File: config.mk
export PLATFORM = sky130hd
export DESIGN_NAME = zip_stored_entry_stream_parser
export DESIGN_NICKNAME = d
export VERILOG_FILES = /design/src/design/zsep_pkg.sv /design/src/design/zsep_parser.sv /design/src/design/zsep_out_buf.sv /design/src/design/zip_stored_entry_stream_parser.sv
export SDC_FILE = /design/constraint.sdc
export NUM_CORES = 1
export LEC_CHECK = 0
export BUFFER_PORTS_ARGS = -buffer_cell sky130_fd_sc_hd__buf_2
export CORE_MARGIN = 2
export CORE_UTILIZATION = 55
export CTS_BUF_LIST = sky130_fd_sc_hd__clkbuf_4
export CTS_CLUSTER_SIZE = 25
export DETAILED_ROUTE_END_ITERATION = 8
export PLACE_DENSITY = 0.74
export REMOVE_ABC_BUFFERS = 1
export SYNTH_ARGS = -nofsm -noshare
export SYNTH_HDL_FRONTEND = slang
export SYNTH_SLANG_ARGS = --single-unit
File: constraint.sdc
create_clock -name clk -period 9.01 [get_ports clk]
set_input_delay 0.4505 -clock clk [delete_from_list [all_inputs] [get_ports clk]]
set_output_delay 0.4505 -clock clk [all_outputs]
set_load 0.01 [all_outputs]
File: src/design/zsep_pkg.sv
// ----------------------------------------------------------------------------
// zsep_pkg
// Types, result kinds, parse phases and header constants shared by the
// stored-entry archive stream parser.
// ----------------------------------------------------------------------------
package zsep_pkg;

	localparam logic [31:0] SIG_CENTRAL = 32'h0201_4b50;
	localparam logic [31:0] SIG_END     = 32'h0605_4b50;
	localparam logic [31:0] SIG_LOCAL   = 32'h0403_4b50;
	localparam logic [15:0] FLAG_DESCRIPTOR = 16'h0008;
	localparam int HDR_LEN = 26;

	// byte offsets inside the 26-byte local header
	localparam logic [4:0] OFS_FLAGS_LO  = 5'd2;
	localparam logic [4:0] OFS_METHOD_LO = 5'd4;
	localparam logic [4:0] OFS_METHOD_HI = 5'd5;
	localparam logic [4:0] OFS_CSIZE_0   = 5'd14;
	localparam logic [4:0] OFS_CSIZE_1   = 5'd15;
	localparam logic [4:0] OFS_CSIZE_2   = 5'd16;
	localparam logic [4:0] OFS_CSIZE_3   = 5'd17;
	localparam logic [4:0] OFS_USIZE_0   = 5'd18;
	localparam logic [4:0] OFS_USIZE_1   = 5'd19;
	localparam logic [4:0] OFS_USIZE_2   = 5'd20;
	localparam logic [4:0] OFS_USIZE_3   = 5'd21;
	localparam logic [4:0] OFS_NAME_LO   = 5'd22;
	localparam logic [4:0] OFS_NAME_HI   = 5'd23;
	localparam logic [4:0] OFS_EXTRA_LO  = 5'd24;
	localparam logic [4:0] OFS_EXTRA_HI  = 5'd25;

	localparam logic [15:0] MAX_NAME_RST = 16'd255;

	localparam logic [1:0] ERR_SIG    = 2'd0;
	localparam logic [1:0] ERR_COMP   = 2'd1;
	localparam logic [1:0] ERR_DESC   = 2'd2;
	localparam logic [1:0] ERR_NAME   = 2'd3;

	localparam int MAX_RES = 3;

	typedef enum logic [2:0] {
		K_HEADER = 3'd0,
		K_NAME   = 3'd1,
		K_START  = 3'd2,
		K_DATA   = 3'd3,
		K_END    = 3'd4,
		K_DONE   = 3'd5,
		K_ERROR  = 3'd6
	} kind_t;

	typedef enum logic [2:0] {
		PH_SIG   = 3'd0,
		PH_HDR   = 3'd1,
		PH_NAME  = 3'd2,
		PH_EXTRA = 3'd3,
		PH_DATA  = 3'd4,
		PH_DONE  = 3'd5,
		PH_ERR   = 3'd6
	} phase_t;

	typedef struct packed {
		logic [2:0]  kind;
		logic [7:0]  value;
		logic [31:0] entry_size;
		logic [1:0]  error_code;
		logic        last;
	} result_t;

	// all results caused by one input byte
	typedef struct packed {
		result_t [MAX_RES-1:0] res;
		logic [1:0]            cnt;
	} bundle_t;

	function automatic result_t mk_res(kind_t k, logic [7:0] v, logic [31:0] sz,
			logic [1:0] ec);
		result_t r;
		r.kind       = k;
		r.value      = v;
		r.entry_size = sz;
		r.error_code = ec;
		r.last       = 1'b0;
		return r;
	endfunction

endpackage

File: src/design/zsep_parser.sv
// ----------------------------------------------------------------------------
// zsep_parser
// Input register and header/entry state machine. Turns the registered byte
// into a bundle of up to three results in one pass.
// ----------------------------------------------------------------------------
module zsep_parser import zsep_pkg::*; (
	input  logic        clk,
	input  logic        arst_n,
	input  logic        in_valid,
	output logic        in_stall,
	input  logic [7:0]  data_byte,
	input  logic [15:0] max_name_len,
	input  logic        load_ok,
	output logic        push,
	output bundle_t     bnd
);

	logic        valid_s1;
	logic [7:0]  byte_s1;
	logic        adv;

	phase_t      phase_q, phase_d;
	logic [15:0] count_q, count_d;
	logic [23:0] sig_q, sig_d;
	logic        desc_q, desc_d;
	logic        method_nz_q, method_nz_d;
	logic [31:0] left_q, left_d;
	logic [31:0] usize_q, usize_d;
	logic [15:0] name_len_q, name_len_d;
	logic [15:0] extra_len_q, extra_len_d;
	logic [1:0]  err_q, err_d;

	assign adv      = valid_s1 && load_ok;
	assign in_stall = valid_s1 && !load_ok;
	assign push     = adv && (bnd.cnt != 2'd0);

	always_ff @(posedge clk or negedge arst_n) begin
		if (!arst_n) begin
			valid_s1 <= 1'b0;
		end else if (in_valid && !in_stall) begin
			valid_s1 <= 1'b1;
		end else if (adv) begin
			valid_s1 <= 1'b0;
		end
	end

	always_ff @(posedge clk) begin
		if (in_valid && !in_stall) begin
			byte_s1 <= data_byte;
		end
	end

	always_ff @(posedge clk or negedge arst_n) begin
		if (!arst_n) begin
			phase_q     <= PH_SIG;
			count_q     <= '0;
			sig_q       <= '0;
			desc_q      <= 1'b0;
			method_nz_q <= 1'b0;
			left_q      <= '0;
			usize_q     <= '0;
			name_len_q  <= '0;
			extra_len_q <= '0;
			err_q       <= ERR_SIG;
		end else if (adv) begin
			phase_q     <= phase_d;
			count_q     <= count_d;
			sig_q       <= sig_d;
			desc_q      <= desc_d;
			method_nz_q <= method_nz_d;
			left_q      <= left_d;
			usize_q     <= usize_d;
			name_len_q  <= name_len_d;
			extra_len_q <= extra_len_d;
			err_q       <= err_d;
		end
	end

	always_comb begin
		logic [1:0]  n;
		logic [7:0]  b;
		logic [16:0] cnt_inc;
		logic [31:0] sig_word;
		logic [31:0] left_dec;

		phase_d     = phase_q;
		count_d     = count_q;
		sig_d       = sig_q;
		desc_d      = desc_q;
		method_nz_d = method_nz_q;
		left_d      = left_q;
		usize_d     = usize_q;
		name_len_d  = name_len_q;
		extra_len_d = extra_len_q;
		err_d       = err_q;
		bnd         = '0;
		n           = 2'd0;
		b           = byte_s1;
		cnt_inc     = {1'b0, count_q} + 17'd1;
		sig_word    = {b, sig_q};
		left_dec    = left_q - 32'd1;

		case (phase_q)
			PH_SIG: begin
				case (count_q[1:0])
					2'd0:    sig_d[7:0]   = b;
					2'd1:    sig_d[15:8]  = b;
					2'd2:    sig_d[23:16] = b;
					default: sig_d        = sig_q;
				endcase
				count_d = cnt_inc[15:0];
				bnd.res[n] = mk_res(K_HEADER, 8'd0, 32'd0, 2'd0);
				n = n + 2'd1;
				if (count_q == 16'd3) begin
					if (sig_word == SIG_CENTRAL || sig_word == SIG_END) begin
						phase_d = PH_DONE;
						bnd.res[n] = mk_res(K_DONE, 8'd0, 32'd0, 2'd0);
						n = n + 2'd1;
					end else if (sig_word != SIG_LOCAL) begin
						phase_d = PH_ERR;
						err_d   = ERR_SIG;
						bnd.res[n] = mk_res(K_ERROR, 8'd0, 32'd0, ERR_SIG);
						n = n + 2'd1;
					end else begin
						phase_d = PH_HDR;
						count_d = '0;
					end
				end
			end
			PH_HDR: begin
				count_d = cnt_inc[15:0];
				bnd.res[n] = mk_res(K_HEADER, 8'd0, 32'd0, 2'd0);
				n = n + 2'd1;
				case (count_q[4:0])
					OFS_FLAGS_LO:  desc_d = |(b & FLAG_DESCRIPTOR[7:0]);
					OFS_METHOD_LO: method_nz_d = (b != 8'd0);
					OFS_METHOD_HI: method_nz_d = method_nz_q || (b != 8'd0);
					OFS_CSIZE_0:   left_d[7:0]   = b;
					OFS_CSIZE_1:   left_d[15:8]  = b;
					OFS_CSIZE_2:   left_d[23:16] = b;
					OFS_CSIZE_3:   left_d[31:24] = b;
					OFS_USIZE_0:   usize_d[7:0]   = b;
					OFS_USIZE_1:   usize_d[15:8]  = b;
					OFS_USIZE_2:   usize_d[23:16] = b;
					OFS_USIZE_3:   usize_d[31:24] = b;
					OFS_NAME_LO:   name_len_d[7:0]  = b;
					OFS_NAME_HI:   name_len_d[15:8] = b;
					OFS_EXTRA_LO:  extra_len_d[7:0] = b;
					OFS_EXTRA_HI:  extra_len_d[15:8] = b;
					default:       desc_d = desc_q;
				endcase
				if (count_q == 16'(HDR_LEN - 1)) begin
					// priority: method, then descriptor flag, then name length
					if (method_nz_q) begin
						phase_d = PH_ERR;
						err_d   = ERR_COMP;
						bnd.res[n] = mk_res(K_ERROR, 8'd0, 32'd0, ERR_COMP);
						n = n + 2'd1;
					end else if (desc_q) begin
						phase_d = PH_ERR;
						err_d   = ERR_DESC;
						bnd.res[n] = mk_res(K_ERROR, 8'd0, 32'd0, ERR_DESC);
						n = n + 2'd1;
					end else if (name_len_q == 16'd0 || name_len_q > max_name_len) begin
						phase_d = PH_ERR;
						err_d   = ERR_NAME;
						bnd.res[n] = mk_res(K_ERROR, 8'd0, 32'd0, ERR_NAME);
						n = n + 2'd1;
					end else begin
						phase_d = PH_NAME;
						count_d = '0;
					end
				end
			end
			PH_NAME: begin
				bnd.res[n] = mk_res(K_NAME, b, 32'd0, 2'd0);
				n = n + 2'd1;
				count_d = cnt_inc[15:0];
				if (cnt_inc >= {1'b0, name_len_q}) begin
					count_d = '0;
					if (extra_len_q == 16'd0) begin
						bnd.res[n] = mk_res(K_START, 8'd0, usize_q, 2'd0);
						n = n + 2'd1;
						phase_d = PH_DATA;
						if (left_q == 32'd0) begin
							bnd.res[n] = mk_res(K_END, 8'd0, 32'd0, 2'd0);
							n = n + 2'd1;
							phase_d = PH_SIG;
						end
					end else begin
						phase_d = PH_EXTRA;
					end
				end
			end
			PH_EXTRA: begin
				bnd.res[n] = mk_res(K_HEADER, 8'd0, 32'd0, 2'd0);
				n = n + 2'd1;
				count_d = cnt_inc[15:0];
				if (cnt_inc >= {1'b0, extra_len_q}) begin
					count_d = '0;
					bnd.res[n] = mk_res(K_START, 8'd0, usize_q, 2'd0);
					n = n + 2'd1;
					phase_d = PH_DATA;
					if (left_q == 32'd0) begin
						bnd.res[n] = mk_res(K_END, 8'd0, 32'd0, 2'd0);
						n = n + 2'd1;
						phase_d = PH_SIG;
					end
				end
			end
			PH_DATA: begin
				bnd.res[n] = mk_res(K_DATA, b, 32'd0, 2'd0);
				n = n + 2'd1;
				if (left_q != 32'd0) begin
					left_d = left_dec;
				end
				if (left_q == 32'd0 || left_dec == 32'd0) begin
					bnd.res[n] = mk_res(K_END, 8'd0, 32'd0, 2'd0);
					n = n + 2'd1;
					phase_d = PH_SIG;
					count_d = '0;
				end
			end
			PH_DONE: begin
				phase_d = PH_DONE;
			end
			default: begin
				// sticky error: one error result per byte
				phase_d = PH_ERR;
				bnd.res[n] = mk_res(K_ERROR, 8'd0, 32'd0, err_q);
				n = n + 2'd1;
			end
		endcase

		if (n != 2'd0) begin
			bnd.res[n - 2'd1].last = 1'b1;
		end
		bnd.cnt = n;
	end

`ifndef NO_ASSERTIONS
	a_data_left: assert property (@(posedge clk) disable iff (!arst_n)
		phase_q == PH_DATA |-> left_q != 32'd0)
		else $error("data phase entered with no bytes left");
	a_name_len: assert property (@(posedge clk) disable iff (!arst_n)
		phase_q == PH_NAME |-> name_len_q != 16'd0 && count_q < name_len_q)
		else $error("name phase with bad count");
	a_extra_len: assert property (@(posedge clk) disable iff (!arst_n)
		phase_q == PH_EXTRA |-> extra_len_q != 16'd0 && count_q < extra_len_q)
		else $error("extra phase with bad count");
	a_hold_stall: assert property (@(posedge clk) disable iff (!arst_n)
		in_stall |=> valid_s1 && $stable(byte_s1))
		else $error("input register changed while stalled");
`endif

endmodule

File: src/design/zsep_out_buf.sv
// ----------------------------------------------------------------------------
// zsep_out_buf
// Result register holding one bundle; drains it one result per transfer.
// ----------------------------------------------------------------------------
module zsep_out_buf import zsep_pkg::*; (
	input  logic        clk,
	input  logic        arst_n,
	input  logic        push,
	input  bundle_t     bnd,
	output logic        load_ok,
	output logic        out_valid,
	input  logic        out_stall,
	output logic [2:0]  kind,
	output logic [7:0]  value,
	output logic [31:0] entry_size,
	output logic [1:0]  error_code,
	output logic        last
);

	result_t [MAX_RES-1:0] res_q;
	logic [1:0]            cnt_q;
	logic [1:0]            idx_q;
	logic                  valid_q;
	logic                  at_end;
	result_t               cur;

	assign at_end  = (idx_q == cnt_q - 2'd1);
	assign load_ok = !valid_q || (!out_stall && at_end);

	always_ff @(posedge clk or negedge arst_n) begin
		if (!arst_n) begin
			valid_q <= 1'b0;
			cnt_q   <= '0;
			idx_q   <= '0;
		end else if (push) begin
			valid_q <= 1'b1;
			cnt_q   <= bnd.cnt;
			idx_q   <= '0;
		end else if (valid_q && !out_stall) begin
			if (at_end) begin
				valid_q <= 1'b0;
			end else begin
				idx_q <= idx_q + 2'd1;
			end
		end
	end

	always_ff @(posedge clk) begin
		if (push) begin
			res_q <= bnd.res;
		end
	end

	assign cur        = res_q[idx_q];
	assign out_valid  = valid_q;
	assign kind       = cur.kind;
	assign value      = cur.value;
	assign entry_size = cur.entry_size;
	assign error_code = cur.error_code;
	assign last       = cur.last;

`ifndef NO_ASSERTIONS
	a_idx_range: assert property (@(posedge clk) disable iff (!arst_n)
		valid_q |-> cnt_q != 2'd0 && idx_q < cnt_q)
		else $error("result index outside bundle");
	a_last_end: assert property (@(posedge clk) disable iff (!arst_n)
		valid_q |-> (last == at_end))
		else $error("last flag does not match bundle end");
	a_no_overrun: assert property (@(posedge clk) disable iff (!arst_n)
		push |-> load_ok)
		else $error("bundle loaded over pending results");
`endif

endmodule

File: src/design/zip_stored_entry_stream_parser.sv
// ----------------------------------------------------------------------------
// zip_stored_entry_stream_parser
// Byte-stream parser for archives of stored entries: checks local headers,
// passes name and data bytes through, marks entry start/end and errors.
// ----------------------------------------------------------------------------
//  channel  signals                                   transfer when
//  input    in_valid, in_stall, data_byte              in_valid & !in_stall
//  output   out_valid, out_stall, kind, value,         out_valid & !out_stall
//           entry_size, error_code, last
//  config   cfg_we, cfg_data (max_name_len)            cfg_we
//
// One input byte per cycle while in_stall is low; its results pass through the input
// register and the result register and leave one per cycle while out_stall is low.
// The input stalls while the single-bundle result register has results yet to send.
// Reset clears the parse state and sets max_name_len to 255.
// Output stall backs up through the result register into the input stage.
// ----------------------------------------------------------------------------
module zip_stored_entry_stream_parser import zsep_pkg::*; (
	input  logic        clk,
	input  logic        arst_n,
	input  logic        cfg_we,
	input  logic [15:0] cfg_data,
	input  logic        in_valid,
	output logic        in_stall,
	input  logic [7:0]  data_byte,
	output logic        out_valid,
	input  logic        out_stall,
	output logic [2:0]  kind,
	output logic [7:0]  value,
	output logic [31:0] entry_size,
	output logic [1:0]  error_code,
	output logic        last
);

	logic [15:0] max_name_len_q;
	logic        load_ok;
	logic        push;
	bundle_t     bnd;

	always_ff @(posedge clk or negedge arst_n) begin
		if (!arst_n) begin
			max_name_len_q <= MAX_NAME_RST;
		end else if (cfg_we) begin
			max_name_len_q <= cfg_data;
		end
	end

	zsep_parser u_parser (
		.clk          (clk),
		.arst_n       (arst_n),
		.in_valid     (in_valid),
		.in_stall     (in_stall),
		.data_byte    (data_byte),
		.max_name_len (max_name_len_q),
		.load_ok      (load_ok),
		.push         (push),
		.bnd          (bnd)
	);

	zsep_out_buf u_out_buf (
		.clk        (clk),
		.arst_n     (arst_n),
		.push       (push),
		.bnd        (bnd),
		.load_ok    (load_ok),
		.out_valid  (out_valid),
		.out_stall  (out_stall),
		.kind       (kind),
		.value      (value),
		.entry_size (entry_size),
		.error_code (error_code),
		.last       (last)
	);

endmodule
Yosys cells after proc, flatten, opt, wreduce, memory -nomap -nowiden
Cells that the tools add are included.

Register bits: 311. Input port bits: 29. Output and inout port bits: 48. Logic and storage cells: 230.

$add $sub $neg: 5. Magnitude comparators: 6. Eq/ne operators: 42. Muxes and demuxes: 81. Reductions and logical operators: 55.

Operators by type and width (count): two-way mux 46 bit (10); two-way mux 92 bit (3); one-hot mux 46 bit (5 select lines) (1); two-way mux 16 bit (10); bitwise mux 138 bit (1); two-way mux 138 bit (1); one-hot mux 46 bit (3 select lines) (1); binary-select mux 46 bit (select 2 bit) (1); demux 46 bit (select 2 bit) (1); one-hot mux 46 bit (2 select lines) (1); one-hot mux 16 bit (5 select lines) (1); logical NOT 32 bit (2); one-hot mux 32 bit (2 select lines) (1); equality test 5 bit (second input constant) (10); two-way mux 2 bit (21); AND reduction 3 bit (14); two-way mux 3 bit (12); >= comparator 17 x 16 -> 1 bit (2); equality test 32 x 26 -> 1 bit (second input constant) (1); equality test 32 x 27 -> 1 bit (second input constant) (1); logical NOT 16 bit (2); two-way mux 32 bit (1); two-way mux 8 bit (4); != test 32 x 27 -> 1 bit (second input constant) (1); 40 further kinds (86).

Logic depth before layout (Yosys ltp)
Gate-level depths: netlist of run 1.

Depth after elaboration: 14. Gate-level depth with buffers: 17. Gate-level depth less buffers: 15.

Cells and area by module
Synthesis of run 1 repeated with hierarchy kept, for this count alone.

Cell total of the unflattened synthesis: 1497. Area total of the unflattened synthesis: 16365.7 um^2.

By module, submodules not included: zsep_parser (times used 1, cells an instance 1146, area each 10331.2 um^2, sequential area each 3843.7 um^2); zsep_out_buf (times used 1, cells an instance 317, area each 5375.2 um^2, sequential area each 4269.1 um^2); zip_stored_entry_stream_parser (times used 1, cells an instance 34, area each 659.4 um^2, sequential area each 410.4 um^2).

Least setup slack after synthesis of run 1
No wires, ideal clock.

Path type: register -> register. Start: reg u_parser.count_q[0]. End: reg u_out_buf.res_q[0] (netlist bit) (enable). Setup time: 0.503 ns. Data arrival time: 6.132 ns. Required time: 8.507 ns. Slack: 2.375 ns. Stages on the path, launching flop included: 15. Path buffers: 1. Period minus slack after synthesis: 6.635 ns. Cells stage by stage: dfrtp_1 > ha_1 > clkbuf_1 > nand2_1 > nor4_1 > nand3_1 > xnor2_1 > ha_1 > a211oi_1 > o21ai_0 > a22oi_1 > nand2_1 > o22ai_1 > a211oi_1 > a31oi_1.

Cells in the longest elaborated chain, start to end: 6. Elaborated cells on any way between the ends: 12. Those cells by class: 1 x add/sub; 2 x order compare; 2 x eq/ne; 5 x mux; 2 x reduce/logical.

Ends and longest elaborated chain: start: declaration (RTL line zsep_parser.sv:23) `logic [15:0] count_q, count_d;`; start signal: assignment (RTL line zsep_parser.sv:67) `count_q <= count_d;`; adder 16 x 1 -> 17 bit (RTL line zsep_parser.sv:99) `cnt_inc = {1'b0, count_q} + 17'd1;`; >= comparator 17 x 16 -> 1 bit, on equally long branches (RTL line zsep_parser.sv:199, zsep_parser.sv:179); two-way mux 2 bit, on equally long branches (RTL line zsep_parser.sv:199, zsep_parser.sv:179); one-hot mux 2 bit (6 select lines) * (RTL line zsep_parser.sv:103) `case (phase_q)`; nonzero test 2 bit * (RTL line zsep_parser.sv:35) `assign push = adv && (bnd.cnt != 2'd0);`; logical AND 1 bit * (RTL line zsep_parser.sv:35); named net push (RTL line zip_stored_entry_stream_parser.sv:37) `logic push;`; end signal: assignment (RTL line zsep_out_buf.sv:50) `res_q <= bnd.res;`; end: declaration (RTL line zsep_out_buf.sv:20) `result_t [MAX_RES-1:0] res_q;`.

The timed path passes the listed nets; every way through them passes the cells marked *. A chain may end at the register's enable or synchronous reset.

Worst setup path after layout of run 1
Start: reg u_parser.count_q[0]. End: reg u_out_buf.res_q[53] (netlist bit) (enable).

The elaborated chain is that of the path after synthesis.

==> results of run 1 <==
-- flip-flops by register name, summed over array words and instances (netlist names) --
register	flops
max_name_len_q	16
u_out_buf.cnt_q	2
u_out_buf.idx_q	2
u_out_buf.out_valid	1
u_out_buf.res_q	54
u_parser.byte_s1	8
u_parser.count_q	16
u_parser.desc_q	1
u_parser.err_q	2
u_parser.extra_len_q	16
u_parser.left_q	32
u_parser.method_nz_q	1
u_parser.name_len_q	16
u_parser.phase_q	3
u_parser.sig_q	24
u_parser.usize_q	32
u_parser.valid_s1	1
-- synthesized netlist by cell type (5+ instances only) --
cell type	count	area share
nor2b_1	9	0.0045
nor4b_1	7	0.0049
o21ai_1	6	0.0024
dfstp_2	8	0.017
a21boi_0	5	0.0030
o31ai_1	5	0.0030
buf_2	8	0.0032
nand2_1	67	0.020
or4_1	6	0.0036
o21a_1	7	0.0042
ha_1	56	0.056
o22a_1	14	0.0098
or3_1	10	0.0050
xor2_1	6	0.0042
nor4_1	21	0.010
a31oi_1	14	0.0070
dfrtp_1	157	0.31
and2_1	88	0.044
nand2b_1	10	0.0050
xnor2_1	10	0.0070
o21ai_0	62	0.025
nor2_1	90	0.027
clkbuf_1	47	0.014
nor3_1	33	0.013
and4_1	10	0.0070
edfxtp_1	62	0.15
or2_2	7	0.0035
nor3b_1	13	0.0078
inv_1	65	0.019
and3_1	8	0.0040
nand3_1	27	0.011
a211oi_1	8	0.0048
mux2_2	87	0.078
nand4_1	23	0.011
mux2i_1	8	0.0064
a21oi_1	57	0.023
o21bai_1	6	0.0036
a22o_1	13	0.0091
-- power by group --
group / internal, mW / leakage (nW) / total, mW / switching, mW
Combinational: 0.540 / 3.09 / 1.37 / 0.832
Clock: 0.425 / 0.436 / 0.846 / 0.422
Sequential: 1.40 / 2.74 / 1.67 / 0.272
Total: 2.36 / 6.26 / 3.89 / 1.52
-- layout by cell type (no fill, tap or decap), types with 7 or more instances in the layout --
| cell type | n |
|---|---|
| buf_2 | 75 |
| and4_1 | 10 |
| mux2_2 | 87 |
| nor4b_1 | 7 |
| dfrtp_1 | 157 |
| clkinv_1 | 17 |
| nor3b_1 | 13 |
| mux2i_1 | 8 |
| nand2b_1 | 10 |
| dfstp_2 | 8 |
| xnor2_1 | 10 |
| a21oi_1 | 57 |
| nor3_1 | 33 |
| inv_1 | 65 |
| clkbuf_4 | 82 |
| or3_1 | 10 |
| buf_4 | 16 |
| o21ai_0 | 62 |
| o21a_1 | 7 |
| nand3_1 | 27 |
| a22o_1 | 13 |
| and2_1 | 88 |
| nand2_1 | 67 |
| nor2b_1 | 9 |
| a211oi_1 | 8 |
| nor2_1 | 90 |
| nor4_1 | 21 |
| edfxtp_1 | 62 |
| ha_1 | 56 |
| and3_1 | 8 |
| dlygate4sd3_1 | 26 |
| or2_2 | 7 |
| a31oi_1 | 13 |
| nand4_1 | 23 |
| o22a_1 | 14 |
-- cell type report --
class                   instances  area (um2)
diodes                          1       2.502
repair buffers                118       767.0
flip-flops and latches        227        6001
fillers                      1867        8374
inverters                      65       244.0
multi-input cells             858        6028
clock inverters                26       113.9
clock buffers                  82       615.6
well taps                     285       356.6
-- worst paths after layout --
check / cells after the start / from / to
min in group asynchronous: 2 / arst_n / max_name_len_q[10]
hold reg to reg: 1 / u_parser.err_q[1] / u_parser.err_q[1]
setup / recovery: 14 / u_parser.count_q[0] / u_out_buf.res_q[53]
hold / removal: 4 / out_stall / u_out_buf.idx_q[0]
setup reg to reg: 14 / u_parser.count_q[0] / u_out_buf.res_q[53]
max in group asynchronous: 3 / arst_n / u_parser.usize_q[0]
-- critical path, cell delays in order, from the launching register on --
cell      delay (ns)
dfrtp_1         0.49
ha_1            0.34
nand2_1         0.10
nor4_1          0.63
nand3_1         0.18
xnor2_1         0.33
ha_1            0.33
a211oi_1        0.23
o21ai_0         0.12
a22oi_1         0.24
nand2_1         0.08
o22ai_1         0.52
a211oi_1        0.20
a31oi_4         0.20
buf_4           0.57
-- stage by stage --
step / instances / util / area (um2) / worst slack (ns)
floorplan: 1150 / - / 12260 / 2.469
global placement: 1527 / 0.5838 / 13140 / 4.182
detailed placement: 1527 / 0.5838 / 13140 / 4.084
CTS: 1661 / 0.6277 / 14130 / 4.017
global route: 1662 / 0.6279 / 14130 / 3.435
finish: 1662 / 0.6279 / 14130 / 3.999
-- kinds of logic (layout without fill, tap and decap cells) --
kind of cell | count (synthesis) | after routing | share of synthesized area
simple gates | 450 | 450 | 0.2010
other cells | 0 | 1 | 0
buf+inv | 126 | 291 | 0.04047
flops | 227 | 227 | 0.4793
xor+xnor | 16 | 16 | 0.01119
fa+ha+maj | 56 | 56 | 0.05596
mux | 98 | 98 | 0.08734
compound gates | 238 | 238 | 0.1248
-- repair_timing --
| item | CTS | global route |
|---|---|---|
| hold buffers | 26 | 0 |
| hold endpoints to repair | 102 | 0 |
| setup endpoints to repair | 0 | 0 |
-- per-layer routing --
layer,global-route usage,share of wire
met1,0.3477,0.44
met2,0.4180,0.47
met3,0.05125,0.063
met4,0.08862,0.028
met5,0,0
==> impl_metrics.tcl, run 1 <==
set metrics [dict create \
    status "complete, no violations" \
    fin_nets 1412 \
    async_flop_share 0.7269 \
    syn_avg_cell_area_um2 10.34 \
    ys_ff_latch 227 \
    p_leak_nw 6.264 \
    post_cts_buffers 0 \
    worstPathMaxFanout 57 \
    maxCapViolCount 0 \
    min_period_ns 5.011 \
    critPathKind "flop to flop" \
    rsz0062_at_grt "no" \
    max-vdd-ir-drop_mv 0.1797 \
    core_area_um2 22500 \
    cp-end-kind "flop" \
    drtIter0Drc 796 \
    synth_area_um2 12520 \
    dieArea_um2 23990 \
    tightest_slew_ns 1.186 \
    synth_warnings 0 \
    post-route-drc-count 0 \
    cp.required_ns 9.29 \
    io_pins 77 \
    cts_tree "built" \
    num_vias 9801 \
    r2r_slack_ns 4.00 \
    place_congestion 0.9100 \
    antenna_found_initial 1 \
    die_w_um 154.9 \
    yosysUniqueCellTypes 82 \
    finalClockSkew_ns 0.04118 \
    max_freq_mhz 199.6 \
    initial_core_util 0.5564 \
    grt_pass1_vias 9584 \
    fin_setup_tns_ns 0 \
    clkSinkCount 227 \
    cts_root_buf "clkbuf_4" \
    drt_pre_antenna_iters 5 \
    die_height_um 154.9 \
    hold_ws_ns 0.1368 \
    finalCritPeriodShare 0.5561 \
    setup-violations-final 0 \
    ys.flop_type "dfrtp_1" \
    routed_wl_mm 30.25 \
    seq_area_frac_synth 0.4793 \
    cts_max_level 2 \
    synth_edf_count 62 \
    grt_first_pass_wirelength_mm 49.14 \
    hold_violations 0 \
    cts_resized 0 \
    synthCells 1211 \
    cp-start-kind "flop" \
    slew_violations 0 \
    relSlewSlack 0.2039 \
    drive_above_1_share 0.2224 \
    cp.arrival_ns 5.30 \
    p_total_mw 3.889 \
    track_usage 0.2573 \
    numCtsBuffers 57 \
    vias_per_cell 5.897 \
    clkLatencyLatePin_ns 0.69 \
    power_density_nw_per_um2 275.3 \
    wl_per_cell_um 18.20 \
    hold_class "input port to flop" \
    gr-total-overflow 0 \
    grt_max_degree 87 \
    syn2layout_area_growth_pct 12.84 \
    ant_nets 0 \
    clk_pin_slew_ns 0.07 \
    portBuffers 76 \
    hpwl_mm 20.77 \
    clockBufferDepth 3 \
    rows 55 \
]
(Power assumes the default switching activity.)
==> run 2, diff against run 1 <==
==> constraint.sdc (replaced) <==
create_clock -name clk -period 4.88 [get_ports clk]
set_input_delay 0.244 -clock clk [delete_from_list [all_inputs] [get_ports clk]]
set_output_delay 0.244 -clock clk [all_outputs]
set_load 0.01 [all_outputs]
==> impl_metrics.tcl, run 2 (synthesis results as in run 1) <==
set metrics [dict create \
    status "complete, no violations" \
    place_congestion 0.9515 \
    syn2layout_area_growth_pct 14.56 \
    hold_ws_ns 0.04304 \
    reg_top3 "u_out_buf.res_q x54, u_parser.left_q x32, u_parser.usize_q x32" \
    cp.required_ns 5.27 \
    wl_per_cell_um 18.04 \
    swShare 0.3868 \
    num_vias 9872 \
    grt_pass1_vias 9773 \
    maxCapViolCount 0 \
    gr-total-overflow 0 \
    final_cell_mix "dfrtp_1, clkbuf_4, nor2_1, and2_1, mux2_2" \
    regArea_um2 6001 \
    track_usage 0.2571 \
    cts_tree "built" \
    top_register "u_out_buf.res_q" \
    clkPwrFrac 0.222 \
    grt_first_pass_wirelength_mm 49.44 \
    clk_pin_slew_ns 0.06 \
    p_int_mw 4.511 \
    p_leak_nw 6.374 \
    clkLatencyLatePin_ns 0.70 \
    max-vdd-ir-drop_mv 0.2233 \
    post-route-drc-count 0 \
    cts_root_buf "clkbuf_4" \
    finalClockSkew_ns 0.04391 \
    dp.cells 1538 \
    slowest_delay_ns 0.50 \
    cp.arrival_ns 4.79 \
    layout_commonest_cell "dfrtp_1" \
    fin_nets 1435 \
    cts_max_level 2 \
    post_cts_buffers 0 \
    drive_above_1_share 0.2315 \
    crit_buf_inv 2 \
    finish.utilization 0.6374 \
    setup_ws_ns 0.4801 \
    switching_power_mw 2.846 \
    multi_input_area_um2 6028 \
    slew_violations 0 \
    largest_register_ffs 54 \
    hold_violations 0 \
    drtIter0Drc 678 \
    routed_wl_mm 30.33 \
    initial_core_util 0.5564 \
    crit_slowest_cell "dfrtp_1" \
    die_w_um 154.9 \
    dieArea_um2 23990 \
    max_freq_mhz 227.3 \
    num-fill-cells 1819 \
    min_period_ns 4.400 \
    worstPathMaxFanout 12 \
    core_area_um2 22500 \
    drt_pre_antenna_iters 7 \
    portBuffers 76 \
    dp_slack_ns 0.5523 \
    finalCritPeriodShare 0.9016 \
    cp-start-kind "flop" \
    critPathKind "flop to flop" \
    setup-violations-final 0 \
    hold_class "input port to flop" \
    path_cells "ha_1, nand2_1, nor4_1, buf_4, nand3_1, xnor2_1, ha_1, a211oi_1, o21ai_0, a22oi_1, nand2_1, o22ai_1, a211oi_1, a31oi_4, buf_4" \
    cts_resized 0 \
    die_height_um 154.9 \
    final_cells 1681 \
    cp-end-kind "flop" \
    pwr-share-seq 0.420 \
    p_comb_frac 0.359 \
    clockBufferDepth 3 \
    clkSinkCount 227 \
    cpLargestDelayFamily "compound AO/OA/AOI/OAI gates" \
    rsz0062_at_grt "no" \
    grt_max_degree 89 \
    vias_per_cell 5.873 \
    ant_nets 0 \
    hpwl_mm 20.74 \
    antenna_found_initial 1 \
    p_total_mw 7.356 \
    power_density_nw_per_um2 512.9 \
    tightest_slew_ns 1.208 \
    numCtsBuffers 60 \
    relSlewSlack 0.1896 \
    rows 55 \
    io_pins 77 \
]
## run 2: area by class of cell
cell class	count	share of cell area
diodes	1	0.0001745
clock buffers	92	0.04815
clock inverters	15	0.004798
inverters	65	0.01701
multi-input cells	858	0.4203
flip-flops and latches	227	0.4184
well taps	285	0.02486
repair buffers	138	0.06638
## run 2: worst register-to-register path, cell delays in order (launching register included)
cell and delay, ns:
dfrtp_1 0.50, ha_1 0.36, nand2_1 0.12, nor4_1 0.27, buf_4 0.18, nand3_1 0.09
xnor2_1 0.36, ha_1 0.34, a211oi_1 0.25, o21ai_0 0.13, a22oi_1 0.23, nand2_1 0.08
o22ai_1 0.28, a211oi_1 0.16, a31oi_4 0.47, buf_4 0.29
## run 2: final timing paths
kind,slack (ns),endpoint,cells past startpoint,startpoint
worst max-delay path,0.48,u_out_buf.res_q[36],15,u_parser.count_q[0]
worst min-delay path,0.04,max_name_len_q[12],3,cfg_we
worst max register to register,0.48,u_out_buf.res_q[36],15,u_parser.count_q[0]
worst min register to register,0.49,u_parser.usize_q[26],1,u_parser.usize_q[26]
max in group asynchronous,3.61,u_parser.usize_q[6],3,arst_n
min in group asynchronous,0.21,u_parser.usize_q[28],2,arst_n
## run 2: metal layers
metal  track usage  share of wire  wire length, um
met4       0.09127          0.026              782
met2        0.4290           0.48            14440
met5             0              0                0
met3       0.04986          0.062             1895
met1        0.3374           0.44            13210
## run 2: repair_timing
action | CTS | global route
hold buffers | 35 | 0
endpoints found under the setup margin | 0 | 0
hold endpoints to repair | 105 | 0
## run 2: through the flow
| stage | setup TNS, ns | cell area (um2) |
|---|---|---|
| floorplan | -94.54 | 12260 |
| global placement | 0 | 13230 |
| detailed placement | 0 | 13230 |
| CTS | 0 | 14340 |
| global route | 0 | 14340 |
| finish | 0 | 14340 |
## run 2: power groups by stage
stage,Combinational [mW],Sequential [mW],Clock [mW]
after floorplan,1.70,3.02,0
after global placement,2.54,3.08,0
after detailed placement,2.60,3.10,0
after CTS,2.63,3.07,1.67
after global routing,2.92,3.16,1.78
final,2.64,3.09,1.63
